===== config.mk =====
export PLATFORM = sky130hd
export DESIGN_NAME = xmm_cell
export DESIGN_NICKNAME = d
export VERILOG_FILES = /design/src/rtl/xmm_pkg.sv /design/src/rtl/xmm_ram.sv /design/src/rtl/xmm_cell.sv
export SDC_FILE = /design/constraint.sdc
export NUM_CORES = 1
export LEC_CHECK = 0
export ABC_AREA = 1
export BUFFER_PORTS_ARGS = -buffer_cell sky130_fd_sc_hd__buf_2
export CORE_UTILIZATION = 47
export DETAILED_ROUTE_END_ITERATION = 6
export GPL_TIMING_DRIVEN = 0
export MAX_ROUTING_LAYER = met4
export PLACE_DENSITY = 0.71
export SYNTH_ARGS = -nofsm -noshare
export SYNTH_HDL_FRONTEND = slang
export SYNTH_SLANG_ARGS = --single-unit

===== constraint.sdc =====
create_clock -name clk -period 2.97 [get_ports clk]
set_clock_uncertainty 0.15 [all_clocks]
set_input_delay 0 -clock clk [delete_from_list [all_inputs] [get_ports clk]]
set_output_delay 0 -clock clk [all_outputs]
set_load 0.05 [all_outputs]

===== src/rtl/xmm_pkg.sv =====
// Shared types and constants for the XOR-masked MEX search block.
`default_nettype none
package xmm_pkg;

  localparam int VALUE_BITS_DEF = 16;
  localparam int VALUE_W        = 16;
  localparam int MEX_W          = 16;

  typedef enum logic {
    CMD_INSERT = 1'b0,
    CMD_QUERY  = 1'b1
  } cmd_t;

  // Control travelling with an item from one level cell to the next.
  typedef struct packed {
    logic vld;
    cmd_t cmd;
    logic done;
  } ctl_t;

  typedef enum logic [1:0] {
    ST_CLEAR,
    ST_IDLE,
    ST_WALK,
    ST_COMMIT
  } state_t;

endpackage
`default_nettype wire


===== src/rtl/xmm_ram.sv =====
// Generic single-port RAM with registered read data.
`default_nettype none
module xmm_ram #(
  parameter int DATA_W = 8,
  parameter int ADDR_W = 4
) (
  input  wire logic              clk,
  input  wire logic              we,
  input  wire logic              re,
  input  wire logic [ADDR_W-1:0] addr,
  input  wire logic [DATA_W-1:0] wdata,
  output logic      [DATA_W-1:0] rdata
);

  localparam int DEPTH = 2 ** ADDR_W;

  logic [DATA_W-1:0] mem [DEPTH];
  logic [DATA_W-1:0] rdata_r;

  // Read data holds its value until the next read.
  always_ff @(posedge clk) begin
    if (we) begin
      mem[addr] <= wdata;
    end
    if (re) begin
      rdata_r <= mem[addr];
    end
  end

  assign rdata = rdata_r;

endmodule
`default_nettype wire


===== src/rtl/xmm_cell.sv =====
// One tree level: sibling count pairs for that level and the step decision for an item.
`default_nettype none
module xmm_cell
  import xmm_pkg::*;
#(
  parameter int VB    = VALUE_BITS_DEF,
  parameter int LEVEL = 1,
  parameter int CLR_W = 1
) (
  input  wire logic          clk,
  input  wire logic          rst_n,
  input  wire logic          clr_en,
  input  wire logic [CLR_W-1:0] clr_addr,
  input  wire logic          commit,
  input  wire ctl_t          req_i,
  input  wire logic [VB-1:0] path_i,
  input  wire logic [VB-1:0] mask_i,
  input  wire logic [VB-1:0] res_i,
  output ctl_t               req_o,
  output logic      [VB-1:0] path_o,
  output logic      [VB-1:0] mask_o,
  output logic      [VB-1:0] res_o
);

  localparam int AW  = (LEVEL > 1) ? LEVEL - 1 : 1;
  localparam int CW  = VB - LEVEL + 1;
  localparam int BIT = VB - LEVEL;
  localparam bit IS_LEAF = (LEVEL == VB);
  localparam logic [CW-1:0] CAP = CW'(1 << BIT);

  ctl_t            ctl_r;
  logic [VB-1:0]   path_r;
  logic [VB-1:0]   mask_r;
  logic [VB-1:0]   res_r;
  logic [AW-1:0]   req_addr;
  logic [AW-1:0]   hold_addr;
  logic [AW-1:0]   clr_a;
  logic [AW-1:0]   ram_addr;
  logic [2*CW-1:0] ram_rdata;
  logic [2*CW-1:0] ram_wdata;
  logic [2*CW-1:0] inc_pair;
  logic [CW-1:0]   c0;
  logic [CW-1:0]   c1;
  logic [CW-1:0]   go_cnt;
  logic [CW-1:0]   alt_cnt;
  logic [CW-1:0]   sel_cnt;
  logic            b;

  generate
    if (LEVEL > 1) begin : g_addr
      assign req_addr  = path_i[VB-1 -: AW];
      assign hold_addr = path_r[VB-1 -: AW];
      assign clr_a     = clr_addr[AW-1:0];
    end else begin : g_root
      assign req_addr  = '0;
      assign hold_addr = '0;
      assign clr_a     = '0;
    end
  endgenerate

  always_ff @(posedge clk) begin
    if (!rst_n) begin
      ctl_r <= '0;
    end else if (req_i.vld) begin
      ctl_r <= req_i;
    end else begin
      ctl_r.vld <= 1'b0;
    end
  end

  always_ff @(posedge clk) begin
    if (req_i.vld) begin
      path_r <= path_i;
      mask_r <= mask_i;
      res_r  <= res_i;
    end
  end

  assign c0 = ram_rdata[CW-1:0];
  assign c1 = ram_rdata[2*CW-1:CW];
  assign b  = mask_r[BIT];
  assign go_cnt  = b ? c1 : c0;
  assign alt_cnt = b ? c0 : c1;
  assign sel_cnt = path_r[BIT] ? c1 : c0;

  // An insert adds one to the child on the value's path; the pair is still in the read register.
  assign inc_pair = path_r[BIT] ? {c1 + CW'(1), c0} : {c1, c0 + CW'(1)};

  always_comb begin
    ram_addr  = clr_en ? clr_a : (commit ? hold_addr : req_addr);
    ram_wdata = clr_en ? '0 : inc_pair;
  end

  xmm_ram #(
    .DATA_W(2 * CW),
    .ADDR_W(AW)
  ) u_ram (
    .clk  (clk),
    .we   (clr_en | commit),
    .re   (req_i.vld),
    .addr (ram_addr),
    .wdata(ram_wdata),
    .rdata(ram_rdata)
  );

  always_comb begin
    req_o  = ctl_r;
    path_o = path_r;
    mask_o = mask_r;
    res_o  = res_r;
    if (ctl_r.cmd == CMD_QUERY) begin
      if (!ctl_r.done) begin
        // Prefer the child matching the mask bit; a full one forces a result bit of one.
        if (go_cnt == CAP) begin
          res_o[BIT] = 1'b1;
          if (alt_cnt == '0) begin
            req_o.done = 1'b1;
          end else begin
            path_o[BIT] = ~b;
          end
        end else if (go_cnt == '0) begin
          req_o.done = 1'b1;
        end else begin
          path_o[BIT] = b;
        end
      end
    end else if (IS_LEAF && (sel_cnt != '0)) begin
      // The value is already a member, so the insert leaves the counts alone.
      req_o.done = 1'b1;
    end
  end

endmodule
`default_nettype wire


After elaboration in Yosys (flattened, before gate mapping)
Memory sizes are Yosys's and may differ from the RTL's. A register that Yosys moved wholly into a read port is not among the register bits.
Index checks and enable logic that the tools add are counted.
Widths: inputs -> output; s select.
Word-level totals
  bits in registers: 51
  bits in latches: 0
  RAM bits: 64
  ROM bits: 0
  input port bits: 56
  output and inout bits: 51
  memories: 1
Cells by class
  add/sub/neg operators: 2
  multipliers: 0
  div/mod/pow operators: 0
  magnitude comparators: 0
  equality and inequality tests: 1
  shifts and indexed selects: 0
  multiplexer cells: 20
  bitwise operators: 2
  reductions and logical operators: 2
Memory list
  u_ram.mem: words 2, width 32, rd ports 1, clocked after Yosys merged registers in 1, wr ports 1, line xmm_ram.sv:17  | logic [DATA_W-1:0] mem [DEPTH];
Operators with widths (count)
  $mux 32: 2
  $add 16x1->16 const B: 2
  $logic_not 16->1: 2
  $mux 16: 2
  $eq 16x16->1 const B: 1
  $mux 1: 16
  $not 1->1: 1
  $or 1x1->1: 1

Depth between registers and ports, before layout
  word-level depth: 6
  depth in mapped cells: 11

Hierarchy
Synthesis repeated with hierarchy kept, for this count alone.
Unflattened totals
  cells, all modules: 561
  area, all modules: 6391.1 µm²
Modules (own cells, without submodules)
  xmm_ram: times used 1, cells each 204, area an instance 3372.0 µm²
  xmm_cell: times used 1, cells each 357, area an instance 3019.1 µm²

Worst setup path before layout
Ideal clock, no wire load.
  path type: register to output
  start point: reg mask_r[15], in the netlist mask_o[15]
  end point: out path_o[15]
  data arrival time: 2158 ps
  data required time: 2820 ps
  path slack: 662 ps
  stages on the path, launching flop included: 12
  buffers on the path: 1
  cell sequence: edfxtp_1 -> buf_2 -> nand2_1 -> nand2_1 -> inv_1 -> nor2_1 -> nand3_1 -> nor2_1 -> nand3_1 -> nand2_1 -> nor2_1 -> nor2_1
On the way
  word-level cells in the longest chain between the ends: 6
  elaborated cells on any way between the ends: 11
  classes of those cells: 1 x eq/ne; 7 x mux; 1 x bitwise; 2 x reduce/logical
RTL lines
  start: declaration: line xmm_cell.sv:33  | logic [VB-1:0] mask_r;
  start signal: assignment: line xmm_cell.sv:74  | mask_r <= mask_i;
  $mux 16 (on tied branches): line xmm_cell.sv:82, xmm_cell.sv:83
  $logic_not 16->1 (on tied branches): line xmm_cell.sv:121, xmm_cell.sv:116
  $mux 1 (on tied branches): line xmm_cell.sv:121, xmm_cell.sv:116
  $mux 1 (*): line xmm_cell.sv:114  | if (go_cnt == CAP) begin
  $mux 1 (*): line xmm_cell.sv:112  | if (!ctl_r.done) begin
  $mux 1 (*): line xmm_cell.sv:111  | if (ctl_r.cmd == CMD_QUERY) begin
  end: declaration: line xmm_cell.sv:20  | output logic [VB-1:0] path_o,
Every way passes the cells marked *; elsewhere a longest branch is shown, timed or not.

Final worst setup path
Same ends and word-level chain as after synthesis.

==> metrics <==
CP Buf/Inv Count 3; Placeable Area 10300 sq um; pwr dens 659 nW/um^2; Core Rows 37; TritonCTS clock tree yes; vias per cell 4.81; CP Class reg -> out; dpl ws 1.01 ns; final core occ 65.6%; Die Wd 105 um; area growth from synthesis to layout 36.5%; Worst Reg2Reg Path Length in Cells 8; drt total wl 10.6 mm; PortBufs 104; slowest CP cell edfxtp_1; total grt overflow 0; # nets final 650; clock sinks 115; critical path endpoint path_o[15]; most frequent cells in the layout edfxtp_1 (112), buf_2 (104), nand2_1 (69), nor2_1 (61), dlygate4sd3_1 (53); dpl hpwl 6.57 mm; area of the mapped netlist 4940 sq um; Crit path top cell by count nor2_1; Worst setup SP type register; Final ANT Viol Nets 0; FF-to-FF Start u_ram.rdata[16]; sequential fraction of the synthesis area 69.3%; Leakage Power 2.90 nW; leading cell type in the layout, fill and taps excluded edfxtp_1; CP max FO 7; drt first pass iters 5; CP top delay family simple AND/OR/NAND/NOR gates; Die Y 105 um; io pins 107; Distinct cells, synth 33; initial antenna violation count 0; GRT Resource Usage Total 21.8%; layout cells sized above 1 31.9%; Worst VDD drop 334 uV; final worst-path cycle share 83.7%; max_cap viols 0; status finished, final reports clean; Syn. warnings 0; crit-path cells inv_1, nand2_1, nand2_1, inv_1, nor2_1, nand3_1, nor2_1, nand3_1, nand2_1, nor2_1, nor2_1, buf_2; endpoints failing hold 0; Syn Inst Count 415; Least-Margin Pin Slew 0.772 ns; PnR worst setup slack 0.484 ns; Initial DRC Count 287; # setup viols final 0; diode count 0; Setup TNS Final 0 ns; Avg WL per Cell 14.3 um; clock transition at the registers of the reported paths 0.06 ns; H-tree depth 4; drt drc 0; clock buffer depth 2; setup slack, reg-to-reg 0.97 ns; TritonCTS Buffers 17; initial core utilization 48.1%; first-pass GRT wire length 17.7 mm; RD Place Congestion 0.853; Final min period 2.49 ns; worst setup path start mask_o[15]; Seq cells post-synth 115; largest net degree at the start of global routing 48; CP arrival 2.34 ns; max-slew violation count 0; RR Endpoint u_ram.mem[0][30]; Via Count 3561; Clock Latency Late Sink 0.51 ns; synthesized net count 473; type of the worst min-delay path in -> reg; RSZ-0062 raised after global routing false; CTS root buf clkbuf_8; data required time of the worst path 2.82 ns; CP endpoint kind output pin; worst relative slew slack 48.6%; Syn Area/Cell 11.9 sq um; number of global-route vias before repair 3567; CP peak stage delay 0.44 ns; Levels on crit path 12; Fmax 0.402 GHz; Die ar. 10900 sq um
-- stage by stage --
step / instance area, sq um / total power [mW] / hold WS [ns] / instances
finish: 6740 / 4.45 / 0.0489 / 741
global route: 6740 / 4.62 / 0.0291 / 741
CTS: 6740 / 4.47 / 0.0350 / 741
detailed placement: 5650 / 2.54 / 0.0281 / 656
global placement: 5630 / 2.52 / 0.0270 / 655
floorplan: 4940 / 2.38 / -0.0565 / 415
-- power by group --
part	internal [mW]	switching, mW	total (mW)	leakage [nW]
clock	1.14	0.735	1.87	0.269
combinational	0.197	0.372	0.569	1.47
sequential	1.93	0.0690	2.00	1.17
-- synthesized netlist by cell type --
| master | count | share of area [%] |
|---|---|---|
| o211a_1 | 1 | 0.20 |
| buf_4 | 32 | 4.9 |
| buf_6 | 1 | 0.23 |
| clkbuf_1 | 3 | 0.23 |
| buf_2 | 1 | 0.10 |
| nor3_4 | 1 | 0.33 |
| nor3b_2 | 2 | 0.51 |
| nand4_1 | 4 | 0.51 |
| edfxtp_1 | 112 | 68 |
| a211oi_1 | 1 | 0.15 |
| clkinv_2 | 1 | 0.10 |
| nor2_2 | 5 | 0.63 |
| nand2_2 | 5 | 0.63 |
| nand2_1 | 69 | 5.2 |
| ha_1 | 2 | 0.51 |
| and2_1 | 1 | 0.13 |
| nand3b_1 | 1 | 0.15 |
| and3_1 | 1 | 0.13 |
| nor3_1 | 10 | 1.0 |
| nand3_1 | 18 | 1.8 |
| xor2_1 | 7 | 1.2 |
| dfxtp_1 | 3 | 1.2 |
| o21ai_0 | 12 | 1.2 |
| xnor2_1 | 1 | 0.18 |
| nor2_1 | 61 | 4.6 |
| nand4_2 | 1 | 0.25 |
| nor2_4 | 3 | 0.68 |
| inv_2 | 2 | 0.15 |
| inv_1 | 33 | 2.5 |
| a21oi_1 | 17 | 1.7 |
| or2_2 | 1 | 0.13 |
| o21bai_1 | 2 | 0.30 |
| nand2_4 | 1 | 0.23 |
-- flip-flops by register name, indices dropped and copies added (netlist names) --
| signal | cells |
|---|---|
| ctl_r | 1 |
| mask_o | 16 |
| path_r | 16 |
| req_o | 2 |
| res_r | 16 |
| u_ram.mem | 32 |
| u_ram.rdata | 32 |
-- how the worst min path moves through the flow --
| stage | start | to | slack [ns] | cells after the start |
|---|---|---|---|---|
| 6_report | mask_i[15] | mask_o[15] | 0.05 | 2 |
| 5_1_grt | path_i[0] | path_r[0] | 0.03 | 2 |
| 4_1_cts | mask_i[15] | mask_o[15] | 0.04 | 2 |
| 3_5_place_dp | mask_i[15] | mask_o[15] | 0.03 | 1 |
| 3_3_place_gp | mask_i[15] | mask_o[15] | 0.03 | 1 |
| 2_1_floorplan | req_i[2] | req_o[2] | -0.06 | 2 |
-- metal layers --
| metal | part of all wire [%] | vias to the layer above | global-route usage [%] | routed length [um] |
|---|---|---|---|---|
| li1 | - | 1735 | - | - |
| met1 | 45 | 1665 | 28.2 | 4750 |
| met2 | 47 | 146 | 33.8 | 5030 |
| met3 | 6.8 | 15 | 5.86 | 722 |
| met4 | 1.2 | 0 | 6.73 | 127 |
| met5 | 0 | - | - | 0 |
-- area by class of cell --
cell class              instances  area [sq um]
inverters                      36           136
plain buffers                  37           268
clock buffers                  18           428
multi-input cells             227          1110
well taps                     136           170
flip-flops and latches        115          3420
repair buffers                158          1070
fillers                       734          3530
clock inverters                14           131
-- cells by family (layout without fill, tap and decap cells) --
family / after synthesis / count (layout) / share of synthesized area (%)
and+or+nand+nor: 184 / 184 / 17.0
DFF: 115 / 115 / 69.3
buffers and inverters: 73 / 263 / 8.18
AOI/OAI and AO/OA: 33 / 33 / 3.60
xor gates and xnor gates: 8 / 8 / 1.42
adders and majority gates: 2 / 2 / 0.506
-- what timing repair did --
item                                   in CTS  in global routing
endpoints found under the hold margin      94                  0
hold buffers                               53                  0
setup buffers                               0                  0
gates resized for setup                     0                  0
Power figures use the tool's default switching activity.
